--- config.mk ---
export PLATFORM = sky130hd
export DESIGN_NAME = checkpoint_rendezvous_barrier
export DESIGN_NICKNAME = d
export VERILOG_FILES = /design/src/rtl/cbar_pkg.sv /design/src/rtl/checkpoint_rendezvous_barrier.sv /design/src/rtl/cbar_cell.sv
export SDC_FILE = /design/constraint.sdc
export NUM_CORES = 2
export LEC_CHECK = 0
export ABC_AREA = 1
export BUFFER_PORTS_ARGS = -buffer_cell sky130_fd_sc_hd__clkbuf_2
export CAP_MARGIN = 20
export CORE_MARGIN = 10
export CORE_UTILIZATION = 55
export DETAILED_ROUTE_END_ITERATION = 7
export HOLD_SLACK_MARGIN = 0.06
export PLACE_DENSITY = 0.72
export SKIP_LAST_GASP = 1
export SYNTH_ARGS = -nofsm -noshare
export SYNTH_HDL_FRONTEND = slang
export SYNTH_SLANG_ARGS = --single-unit
--- constraint.sdc ---
create_clock -name clk -period 8.1 [get_ports clk]
set_input_delay 0 -clock clk [delete_from_list [all_inputs] [get_ports clk]]
set_output_delay 0 -clock clk [all_outputs]
set_load 0.02 [all_outputs]
--- src/rtl/cbar_pkg.sv ---
`timescale 1ns / 1ps
`default_nettype none
// ----------------------------------------------------------------------------
// cbar_pkg: shared types and constants of the checkpoint rendezvous barrier
// Opcodes, slot index width, the chain's lookup record and the slot update.
// ----------------------------------------------------------------------------
package cbar_pkg;

    localparam int MAX_PARTICIPANTS_DEF = 16;
    localparam int NUM_CPUS_DEF         = 8;
    // slot index width covers the largest supported slot count (64)
    localparam int SLOT_W               = 6;

    typedef enum logic [3:0] {
        OP_BEGIN_START  = 4'd0,
        OP_ADD_ENTRY    = 4'd1,
        OP_BEGIN_COMMIT = 4'd2,
        OP_ARRIVE       = 4'd3,
        OP_SWITCH_OUT   = 4'd4,
        OP_QUIESCE_ACK  = 4'd5,
        OP_REJECT       = 4'd6,
        OP_TIMEOUT      = 4'd7,
        OP_RELEASE      = 4'd8,
        OP_READ_ENTRY   = 4'd9
    } op_t;

    localparam logic [3:0] REJ_NONE       = 4'd0;
    localparam logic [3:0] REJ_TOPOLOGY   = 4'd1;
    localparam logic [3:0] REJ_BAD_PC     = 4'd2;
    localparam logic [3:0] REJ_UNEXP_SAFE = 4'd3;
    localparam logic [3:0] REJ_DUPLICATE  = 4'd4;
    localparam logic [3:0] REJ_UNEXP_SW   = 4'd5;
    localparam logic [3:0] REJ_TIMEOUT    = 4'd6;

    // lookup request and the results it gathers on its way down the chain
    typedef struct packed {
        logic              valid;
        logic [31:0]       thread;
        logic [SLOT_W-1:0] rd_idx;
        logic              dup;
        logic              found;
        logic [SLOT_W-1:0] f_idx;
        logic [2:0]        f_cpu;
        logic              f_arr;
        logic              f_sw;
        logic [1:0]        notq_cnt;
        logic              any_run;
        logic              rd_hit;
        logic [31:0]       rd_thread;
        logic [2:0]        rd_cpu;
        logic [31:0]       rd_pc;
        logic              rd_run;
        logic              rd_arr;
        logic              rd_sw;
    } pass_t;

    // slot update broadcast from the controller
    typedef struct packed {
        logic              add;
        logic              arrive;
        logic              switch_out;
        logic              clear;
        logic [SLOT_W-1:0] idx;
        logic [31:0]       thread;
        logic [2:0]        cpu;
        logic              running;
        logic [31:0]       pc;
    } cmd_t;

endpackage
`default_nettype wire

--- src/rtl/checkpoint_rendezvous_barrier.sv ---
`timescale 1ns / 1ps
`default_nettype none
// ----------------------------------------------------------------------------
// checkpoint_rendezvous_barrier: multi-cpu checkpoint barrier
// Begin sequence loads participants; active barrier tracks the rendezvous.
// ----------------------------------------------------------------------------
// A request is taken when start is high and busy is low. Every request, of
// any opcode, runs one lookup down a chain of MAX_PARTICIPANTS slot cells,
// one cell per cycle. busy is high while the lookup runs; done follows in the
// next cycle, and busy is already low then, so the next request can be taken
// in the done cycle. done is high for a single cycle and the result is then
// on the result ports, where it holds until the next lookup finishes; there
// is no way to stall it, so capture it then. generation_out, barrier_active,
// rejection and quiesced_mask_out also show the live state.
// ----------------------------------------------------------------------------
module checkpoint_rendezvous_barrier #(
    parameter int MAX_PARTICIPANTS = cbar_pkg::MAX_PARTICIPANTS_DEF,
    parameter int NUM_CPUS         = cbar_pkg::NUM_CPUS_DEF
) (
    input  wire logic        clk,
    input  wire logic        rst_n,
    input  wire logic        start,
    output logic             busy,
    output logic             done,
    input  wire logic [3:0]  op,
    input  wire logic [7:0]  dispatch_mask,
    input  wire logic [31:0] thread_ident,
    input  wire logic [3:0]  cpu_number,
    input  wire logic        is_running,
    input  wire logic [31:0] guest_pc_in,
    input  wire logic [3:0]  reject_code,
    input  wire logic [3:0]  entry_index,
    output logic             accepted,
    output logic             barrier_active,
    output logic [3:0]       rejection,
    output logic             is_quiesced,
    output logic [63:0]      generation_out,
    output logic [7:0]       quiesced_mask_out,
    output logic [31:0]      entry_thread,
    output logic [2:0]       entry_cpu,
    output logic [31:0]      entry_pc,
    output logic             entry_running,
    output logic             entry_arrived,
    output logic             entry_switched
);

    localparam int CNT_W = $clog2(MAX_PARTICIPANTS + 1);
    localparam int SW    = cbar_pkg::SLOT_W;

    typedef enum logic [1:0] {
        ST_IDLE = 2'b01,
        ST_SCAN = 2'b10
    } state_t;

    state_t state_reg, state_next;

    // barrier state
    logic             active_reg, active_next;
    logic             loading_reg, loading_next;
    logic             failed_reg, failed_next;
    logic [3:0]       rej_reg, rej_next;
    logic [63:0]      gen_reg, gen_next;
    logic [7:0]       disp_reg, disp_next;
    logic [7:0]       qcpu_reg, qcpu_next;
    logic [7:0]       seen_reg, seen_next;
    logic [CNT_W-1:0] count_reg, count_next;

    // latched request
    logic [3:0]  req_op_reg;
    logic [7:0]  req_mask_reg;
    logic [31:0] req_thread_reg;
    logic [3:0]  req_cpu_reg;
    logic        req_run_reg;
    logic [31:0] req_pc_reg;
    logic [3:0]  req_code_reg;

    // result registers
    logic        done_reg;
    logic        acc_reg, acc_next;
    logic        quies_reg, quies_next;
    logic [31:0] e_thread_reg, e_thread_next;
    logic [2:0]  e_cpu_reg, e_cpu_next;
    logic [31:0] e_pc_reg, e_pc_next;
    logic        e_run_reg, e_run_next;
    logic        e_arr_reg, e_arr_next;
    logic        e_sw_reg, e_sw_next;

    logic            launch;
    logic            finish;
    cbar_pkg::pass_t chain [0:MAX_PARTICIPANTS];
    cbar_pkg::pass_t r;
    cbar_pkg::cmd_t  cmd;
    logic            cpu_ok;
    logic [7:0]      cpu_bit;
    logic            notq_after;

    assign busy   = (state_reg != ST_IDLE);
    assign launch = start && !busy;
    assign r      = chain[MAX_PARTICIPANTS];
    assign finish = (state_reg == ST_SCAN) && r.valid;

    // feed the lookup into the first cell
    always_comb
    begin
        chain[0]        = '0;
        chain[0].valid  = launch;
        chain[0].thread = thread_ident;
        chain[0].rd_idx = {{(SW - 4){1'b0}}, entry_index};
    end

    generate
        for (genvar i = 0; i < MAX_PARTICIPANTS; i++)
        begin : g_cell
            cbar_cell u_cell (
                .clk      (clk),
                .rst_n    (rst_n),
                .my_idx   (SW'(i)),
                .in_range (count_reg > CNT_W'(i)),
                .pass_in  (chain[i]),
                .cmd      (cmd),
                .pass_out (chain[i + 1])
            );
        end
    endgenerate

    assign cpu_ok  = ({1'b0, req_cpu_reg} < 5'(NUM_CPUS));
    assign cpu_bit = 8'(9'd1 << req_cpu_reg[2:0]);

    // resolve the request once the lookup leaves the last cell
    always_comb
    begin
        state_next    = state_reg;
        active_next   = active_reg;
        loading_next  = loading_reg;
        failed_next   = failed_reg;
        rej_next      = rej_reg;
        gen_next      = gen_reg;
        disp_next     = disp_reg;
        qcpu_next     = qcpu_reg;
        seen_next     = seen_reg;
        count_next    = count_reg;
        acc_next      = 1'b0;
        e_thread_next = 32'd0;
        e_cpu_next    = 3'd0;
        e_pc_next     = 32'd0;
        e_run_next    = 1'b0;
        e_arr_next    = 1'b0;
        e_sw_next     = 1'b0;
        notq_after    = (r.notq_cnt != 2'd0);
        cmd           = '0;
        cmd.thread    = req_thread_reg;
        cmd.cpu       = req_cpu_reg[2:0];
        cmd.running   = req_run_reg;
        cmd.pc        = req_pc_reg;

        unique case (state_reg)
            ST_IDLE:
            begin
                if (launch)
                begin
                    state_next = ST_SCAN;
                end
            end
            ST_SCAN:
            begin
                if (r.valid)
                begin
                    state_next = ST_IDLE;
                    unique case (req_op_reg)
                        cbar_pkg::OP_BEGIN_START:
                        begin
                            if (!active_reg)
                            begin
                                if (req_mask_reg == 8'd0)
                                begin
                                    rej_next     = cbar_pkg::REJ_TOPOLOGY;
                                    loading_next = 1'b0;
                                end
                                else
                                begin
                                    loading_next = 1'b1;
                                    failed_next  = 1'b0;
                                    seen_next    = 8'd0;
                                    count_next   = '0;
                                    disp_next    = req_mask_reg;
                                    acc_next     = 1'b1;
                                end
                            end
                        end
                        cbar_pkg::OP_ADD_ENTRY:
                        begin
                            if (!active_reg && loading_reg && !failed_reg)
                            begin
                                if ((req_thread_reg != 32'd0) && cpu_ok
                                    && ((disp_reg & cpu_bit) != 8'd0) && !r.dup
                                    && !(req_run_reg && ((seen_reg & cpu_bit) != 8'd0))
                                    && (count_reg < CNT_W'(MAX_PARTICIPANTS)))
                                begin
                                    if (req_run_reg)
                                    begin
                                        seen_next = seen_reg | cpu_bit;
                                    end
                                    cmd.add    = 1'b1;
                                    cmd.idx    = SW'(count_reg);
                                    count_next = count_reg + CNT_W'(1);
                                    acc_next   = 1'b1;
                                end
                                else
                                begin
                                    failed_next = 1'b1;
                                end
                            end
                        end
                        cbar_pkg::OP_BEGIN_COMMIT:
                        begin
                            if (!active_reg && loading_reg)
                            begin
                                loading_next = 1'b0;
                                if (failed_reg || (gen_reg == {64{1'b1}}))
                                begin
                                    rej_next = cbar_pkg::REJ_TOPOLOGY;
                                end
                                else
                                begin
                                    gen_next    = gen_reg + 64'd1;
                                    rej_next    = cbar_pkg::REJ_NONE;
                                    qcpu_next   = 8'd0;
                                    cmd.clear   = 1'b1;
                                    active_next = 1'b1;
                                    acc_next    = 1'b1;
                                    notq_after  = r.any_run;
                                end
                            end
                        end
                        cbar_pkg::OP_ARRIVE:
                        begin
                            if (active_reg && (rej_reg == cbar_pkg::REJ_NONE))
                            begin
                                if ((req_pc_reg == 32'd0) || (req_pc_reg[1:0] != 2'd0)
                                    || !cpu_ok)
                                begin
                                    rej_next = cbar_pkg::REJ_BAD_PC;
                                end
                                else if (!r.found || ({1'b0, r.f_cpu} != req_cpu_reg))
                                begin
                                    rej_next = cbar_pkg::REJ_UNEXP_SAFE;
                                end
                                else if (r.f_arr)
                                begin
                                    rej_next = cbar_pkg::REJ_DUPLICATE;
                                end
                                else
                                begin
                                    cmd.arrive = 1'b1;
                                    cmd.idx    = r.f_idx;
                                    acc_next   = 1'b1;
                                end
                            end
                        end
                        cbar_pkg::OP_SWITCH_OUT:
                        begin
                            if (active_reg)
                            begin
                                if (!r.found || ({1'b0, r.f_cpu} != req_cpu_reg)
                                    || !r.f_arr || r.f_sw)
                                begin
                                    if (rej_reg == cbar_pkg::REJ_NONE)
                                    begin
                                        rej_next = cbar_pkg::REJ_UNEXP_SW;
                                    end
                                end
                                else
                                begin
                                    cmd.switch_out = 1'b1;
                                    cmd.idx        = r.f_idx;
                                    acc_next       = 1'b1;
                                    // the switched slot no longer holds quiesce off
                                    notq_after     = (r.notq_cnt == 2'd2);
                                end
                            end
                        end
                        cbar_pkg::OP_QUIESCE_ACK:
                        begin
                            if (active_reg && cpu_ok)
                            begin
                                if ((disp_reg & cpu_bit) == 8'd0)
                                begin
                                    rej_next = cbar_pkg::REJ_TOPOLOGY;
                                end
                                else
                                begin
                                    qcpu_next = qcpu_reg | cpu_bit;
                                    acc_next  = 1'b1;
                                end
                            end
                        end
                        cbar_pkg::OP_REJECT:
                        begin
                            if (active_reg && (req_code_reg != 4'd0)
                                && (rej_reg == cbar_pkg::REJ_NONE))
                            begin
                                rej_next = req_code_reg;
                                acc_next = 1'b1;
                            end
                        end
                        cbar_pkg::OP_TIMEOUT:
                        begin
                            if (active_reg)
                            begin
                                if ((rej_reg == cbar_pkg::REJ_NONE)
                                    && !(((qcpu_reg & disp_reg) == disp_reg)
                                         && (r.notq_cnt == 2'd0)))
                                begin
                                    rej_next = cbar_pkg::REJ_TIMEOUT;
                                end
                                else
                                begin
                                    acc_next = (rej_reg == cbar_pkg::REJ_NONE)
                                               && ((qcpu_reg & disp_reg) == disp_reg)
                                               && (r.notq_cnt == 2'd0);
                                end
                            end
                        end
                        cbar_pkg::OP_RELEASE:
                        begin
                            if (active_reg)
                            begin
                                active_next = 1'b0;
                                acc_next    = 1'b1;
                            end
                        end
                        cbar_pkg::OP_READ_ENTRY:
                        begin
                            if (r.rd_hit)
                            begin
                                e_thread_next = r.rd_thread;
                                e_cpu_next    = r.rd_cpu;
                                e_pc_next     = r.rd_pc;
                                e_run_next    = r.rd_run;
                                e_arr_next    = r.rd_arr;
                                e_sw_next     = r.rd_sw;
                                acc_next      = 1'b1;
                            end
                        end
                        default:
                        begin
                            // unused opcodes: drop
                        end
                    endcase
                end
            end
            default:
            begin
                state_next = ST_IDLE;
            end
        endcase

        quies_next = active_next && ((qcpu_next & disp_next) == disp_next) && !notq_after;
    end

    always_ff @(posedge clk or negedge rst_n)
    begin
        if (!rst_n)
        begin
            state_reg   <= ST_IDLE;
            active_reg  <= 1'b0;
            loading_reg <= 1'b0;
            failed_reg  <= 1'b0;
            rej_reg     <= cbar_pkg::REJ_NONE;
            gen_reg     <= 64'd0;
            disp_reg    <= 8'd0;
            qcpu_reg    <= 8'd0;
            seen_reg    <= 8'd0;
            count_reg   <= '0;
            done_reg    <= 1'b0;
        end
        else
        begin
            state_reg   <= state_next;
            active_reg  <= active_next;
            loading_reg <= loading_next;
            failed_reg  <= failed_next;
            rej_reg     <= rej_next;
            gen_reg     <= gen_next;
            disp_reg    <= disp_next;
            qcpu_reg    <= qcpu_next;
            seen_reg    <= seen_next;
            count_reg   <= count_next;
            done_reg    <= finish;
        end
    end

    // hold the request while the lookup runs
    always_ff @(posedge clk)
    begin
        if (launch)
        begin
            req_op_reg     <= op;
            req_mask_reg   <= dispatch_mask;
            req_thread_reg <= thread_ident;
            req_cpu_reg    <= cpu_number;
            req_run_reg    <= is_running;
            req_pc_reg     <= guest_pc_in;
            req_code_reg   <= reject_code;
        end
        if (finish)
        begin
            acc_reg      <= acc_next;
            quies_reg    <= quies_next;
            e_thread_reg <= e_thread_next;
            e_cpu_reg    <= e_cpu_next;
            e_pc_reg     <= e_pc_next;
            e_run_reg    <= e_run_next;
            e_arr_reg    <= e_arr_next;
            e_sw_reg     <= e_sw_next;
        end
    end

    assign done              = done_reg;
    assign accepted          = acc_reg;
    assign barrier_active    = active_reg;
    assign rejection         = rej_reg;
    assign is_quiesced       = quies_reg;
    assign generation_out    = gen_reg;
    assign quiesced_mask_out = qcpu_reg;
    assign entry_thread      = e_thread_reg;
    assign entry_cpu         = e_cpu_reg;
    assign entry_pc          = e_pc_reg;
    assign entry_running     = e_run_reg;
    assign entry_arrived     = e_arr_reg;
    assign entry_switched    = e_sw_reg;

    a_done_after_scan : assert property (@(posedge clk) disable iff (!rst_n)
        done |-> $past(state_reg == ST_SCAN))
        else $error("result strobe without a finished lookup");

    a_quiesced_active : assert property (@(posedge clk) disable iff (!rst_n)
        done && is_quiesced |-> barrier_active)
        else $error("quiesced reported while inactive");

    a_count_bound : assert property (@(posedge clk) disable iff (!rst_n)
        count_reg <= CNT_W'(MAX_PARTICIPANTS))
        else $error("entry count beyond slot count");

    a_active_no_load : assert property (@(posedge clk) disable iff (!rst_n)
        $rose(active_reg) |-> !loading_reg)
        else $error("barrier activated with a load still open");

endmodule
`default_nettype wire

--- src/rtl/cbar_cell.sv ---
`timescale 1ns / 1ps
`default_nettype none
// ----------------------------------------------------------------------------
// cbar_cell: one participant slot of the barrier chain
// Holds a slot, folds it into the passing lookup and applies slot updates.
// ----------------------------------------------------------------------------
module cbar_cell (
    input  wire logic                        clk,
    input  wire logic                        rst_n,
    input  wire logic [cbar_pkg::SLOT_W-1:0] my_idx,
    input  wire logic                        in_range,
    input  wire cbar_pkg::pass_t             pass_in,
    input  wire cbar_pkg::cmd_t              cmd,
    output cbar_pkg::pass_t                  pass_out
);

    logic [31:0]     thread_reg;
    logic [2:0]      cpu_reg;
    logic            running_reg;
    logic [31:0]     pc_reg;
    logic            arrived_reg;
    logic            switched_reg;
    cbar_pkg::pass_t pass_reg;
    cbar_pkg::pass_t pass_next;
    logic            hit;
    logic            match;
    logic            sel;

    assign hit   = in_range && pass_in.valid;
    assign match = hit && (thread_reg == pass_in.thread);
    assign sel   = (cmd.idx == my_idx);

    always_comb
    begin
        pass_next = pass_in;
        if (match)
        begin
            pass_next.dup = 1'b1;
        end
        // keep the first running slot of this thread
        if (match && running_reg && !pass_in.found)
        begin
            pass_next.found = 1'b1;
            pass_next.f_idx = my_idx;
            pass_next.f_cpu = cpu_reg;
            pass_next.f_arr = arrived_reg;
            pass_next.f_sw  = switched_reg;
        end
        if (hit && running_reg)
        begin
            pass_next.any_run = 1'b1;
            if (!switched_reg)
            begin
                pass_next.notq_cnt = (pass_in.notq_cnt == 2'd0) ? 2'd1 : 2'd2;
            end
        end
        if (hit && (pass_in.rd_idx == my_idx))
        begin
            pass_next.rd_hit    = 1'b1;
            pass_next.rd_thread = thread_reg;
            pass_next.rd_cpu    = cpu_reg;
            pass_next.rd_pc     = pc_reg;
            pass_next.rd_run    = running_reg;
            pass_next.rd_arr    = arrived_reg;
            pass_next.rd_sw     = switched_reg;
        end
    end

    always_ff @(posedge clk or negedge rst_n)
    begin
        if (!rst_n)
        begin
            pass_reg <= '0;
        end
        else
        begin
            pass_reg <= pass_next;
        end
    end

    // slot storage: add loads a fresh entry, commit clears the flags, arrive and switch-out set them
    always_ff @(posedge clk)
    begin
        if (cmd.add && sel)
        begin
            thread_reg   <= cmd.thread;
            cpu_reg      <= cmd.cpu;
            running_reg  <= cmd.running;
            pc_reg       <= 32'd0;
            arrived_reg  <= 1'b0;
            switched_reg <= 1'b0;
        end
        else if (cmd.clear)
        begin
            arrived_reg  <= 1'b0;
            switched_reg <= 1'b0;
        end
        else if (cmd.arrive && sel)
        begin
            pc_reg      <= cmd.pc;
            arrived_reg <= 1'b1;
        end
        else if (cmd.switch_out && sel)
        begin
            switched_reg <= 1'b1;
        end
    end

    assign pass_out = pass_reg;

endmodule
`default_nettype wire
==> metrics.txt <==
status finished clean; Slew @ Worst Pin 1.126 ns; flip-flop count of the largest register after layout 1,900; total grt overflow 0; min Tclk post-route 5.525 ns; Die W 488.5 um; Yosys top cell by area dfrtp_1; io pins 243; cell family with most CP delay simple AND/OR/NAND/NOR gates; remaining design rule violation count 0; Yosys cell types 53; GPL Wtd Cong 0.8849; fmax 0.1810 GHz; mapped cell area 120,700 um2; Worst Hold Depth 7; NetSw 7502 uW; Synth Flop Type dfrtp_1; reg2reg setup slack 2.58 ns; drt wl/cell 20.36 um; Die Height 488.5 um; Via Count 74,780; area growth from synthesis to layout 14.18%; Setup Fix Bufs, Post-CTS 0; Via-to-Cell Ratio 5.235; asr flop ratio synth 61.07%; worst reg2reg endpoint g_cell[13].u_cell.thread_reg[12]; post-layout util 63.29%; Seq/Total Area, Yosys 68.77%; P_int 26,620 uW; Critical path buffers and inverters 3; Core Area 217,800 um2; DRT Wirelength 290.9 mm; Ys Warns 0; main area contributors after synthesis dfrtp_1 41%, edfxtp_1 18%, dfxtp_1 9.0%; reg2reg start req_thread_reg[16]; CTS clock-pin slew for the worst setup and hold paths 0.06 ns; DRT Pass-1 Iters 6; largest net degree at the start of global routing 197; Startpoint Class register; clock buffer depth 4; CP endpoint kind register; DR iter-0 viols 6,171; initial core utilization 55.43%; top cell type's share of synthesized area 41.49%; CP max stage delay 0.87 ns; final worst path period share 68.21%; Worst Hold Launch thread_ident[11]; crit path kind register to register; final hold violations 0; Worst Path Max Fanout 41; relative slew slack 24.95%; synthesized flop and latch total 3,280; CTS tree done; Clock power frac 44.8%; clk_skew 0.08729 ns; Final Power 34,120 uW; crit path max-delay cell type nand3_2; overall routing resource usage 24.18%; Port Buffers 242; PD cells 247.5 nW/um2; CTS Root Cell clkbuf_16; final setup violating endpoints 0; first-pass GRT wire length 451.2 mm; worst-case reg-to-reg path depth 13; hold endpoint g_cell[0].u_cell.pass_out[86]; CTS sink cnt 3,280; post-route ant nets 0; HPWL after detailed placement 199.0 mm; vias in the first global route 75,110; CP Data Arrival Time 6.05 ns; Max Slew Vio Count 0; Seq pwr share 51.6%; post-route cell area 137,900 um2; Max H-tree Level 5; Max-cap violations 0; Data required, critical path 8.62 ns; share of layout cells above drive strength 1 13.73%; Comb pwr share 3.7%; cell leakage power 0.06803 uW; Syn Area/Cell 11.29 um2; Peak VDD IR 0.2025 mV; Clk Latency, worst-skew pair 0.97 ns; Die ar. 238,700 um2; initial antenna violation count 6; post-synth net total 10,790; RSZ-0062 raised after global routing no; # rows 171; Nets 11,260; Hold WC Path Type primary input to register; Post-synth EDFFs 733; Setup TNS 0 ns; cell breakdown of the critical path nor2_1 -> nand2_1 -> nor2_1 -> nand4_1 -> nand2_1 -> nor2_4 -> nand4_1 -> nand2_2 -> nor2_8 -> buf_4 -> nand3_2 -> inv_1 -> buf_4; Switching Fraction 21.99%; Mapped Cells 10,690; Area after DPL 124,900 um2; CTS Buf Count 337
[worst register-to-register path: stages, from the launching register on]
cell      delay [ns]
edfxtp_1        0.76
nor2_1          0.28
nand2_1         0.09
nor2_1          0.29
nand4_1         0.65
nand2_1         0.35
nor2_4          0.07
nand4_1         0.10
nand2_2         0.16
nor2_8          0.18
buf_4           0.57
nand3_2         0.88
inv_1           0.22
buf_4           0.47
[per-stage QoR]
step	setup slack (ns)	hold slack (ns)	instances
final	2.575	0.1411	14280
after floorplan	2.212	-0.2956	10690
after global routing	2.404	0.1487	14280
after CTS	2.136	0.08332	14270
after detailed placement	2.179	0.1271	13490
after global placement	2.309	0.1270	13490
[power by group through the flow]
stage | clock [uW] | combinational, uW | sequential (uW)
detailed placement | 0 | 1170 | 17900
finish | 15300 | 1260 | 17600
CTS | 15500 | 1250 | 17600
global placement | 0 | 1150 | 17900
global route | 16200 | 1350 | 17600
floorplan | 0 | 398 | 17800
[timing repair]
action / CTS / global route
resized for setup: 0 / 0
hold buffers: 185 / 0
hold endpoints to repair: 745 / 0
[Yosys cell counts (all sizes together) (8+ instances only)]
master and instances:
or2 54, xnor2 307, dfxtp 544, mux2 542
nor2 1164, nand4 243, nor3b 8, buf 169
dfrtp 2002, clkbuf 266, nor4 70, edfxtp 733
xor2 209, nand2 1939, a21oi 162, o21ai 655
inv 1185, nor3 70, o22ai 20, nand3b 8
nand3 289
[routing by layer]
metal / global-route usage [%] / up-vias / routed length, um
li1: - / 35140 / -
met1: 36.37 / 36630 / 134300
met2: 35.83 / 2486 / 126700
met3: 4.433 / 530 / 20760
met4: 7.625 / 0 / 9090
met5: 0 / - / 0
[area by class of cell]
cell class	instances	area [um2]
Clock buffer	470	9633
Multi-Input combinational cell	5785	31480
Sequential cell	3280	83030
Tap cell	2854	3571
Fill cell	16320	79950
Antenna cell	7	17.52
Clock inverter	131	1329
Timing Repair Buffer	566	4332
Inverter	1191	4471
[layout by cell type, fill, tap and decap left out, types with 243 or more instances in the layout]
cell,synthesis,layout
nor2_1,1149,1147
clkbuf_16,0,345
xnor2_1,307,307
nand2_1,1928,1924
nand4_1,243,243
dfxtp_1,544,544
dfrtp_1,2002,2002
edfxtp_1,733,733
o21ai_0,653,653
nand3_1,268,264
inv_1,1158,1158
mux2_2,542,542
[worst max-delay path by stage]
| stage | startpoint | to | slack (ns) | cells after the start |
|---|---|---|---|---|
| 5_1_grt | req_thread_reg[16] | g_cell[13].u_cell.thread_reg[12] | 2.40 | 13 |
| 2_1_floorplan | state_reg[0] | g_cell[0].u_cell.pass_out[74] | 2.21 | 8 |
| 3_5_place_dp | req_thread_reg[16] | g_cell[9].u_cell.thread_reg[17] | 2.18 | 12 |
| 4_1_cts | req_thread_reg[16] | g_cell[9].u_cell.thread_reg[19] | 2.14 | 12 |
| 6_report | req_thread_reg[16] | g_cell[13].u_cell.thread_reg[12] | 2.58 | 13 |
| 3_3_place_gp | req_thread_reg[16] | g_cell[9].u_cell.thread_reg[16] | 2.31 | 12 |
[cell families (layout without fill, tap and decap cells)]
logic type,Yosys count,after routing,synth area share [%]
AOI/OAI and AO/OA,865,865,3.669
muxes,542,542,5.055
buffers and inverters,1626,2358,5.247
and+or+nand+nor,3855,3855,13.45
other,0,7,0
DFF,3280,3280,68.77
adders and majority gates,7,7,0.07254
xor gates and xnor gates,516,516,3.743
No activity file was read; power rests on OpenSTA's default activity.
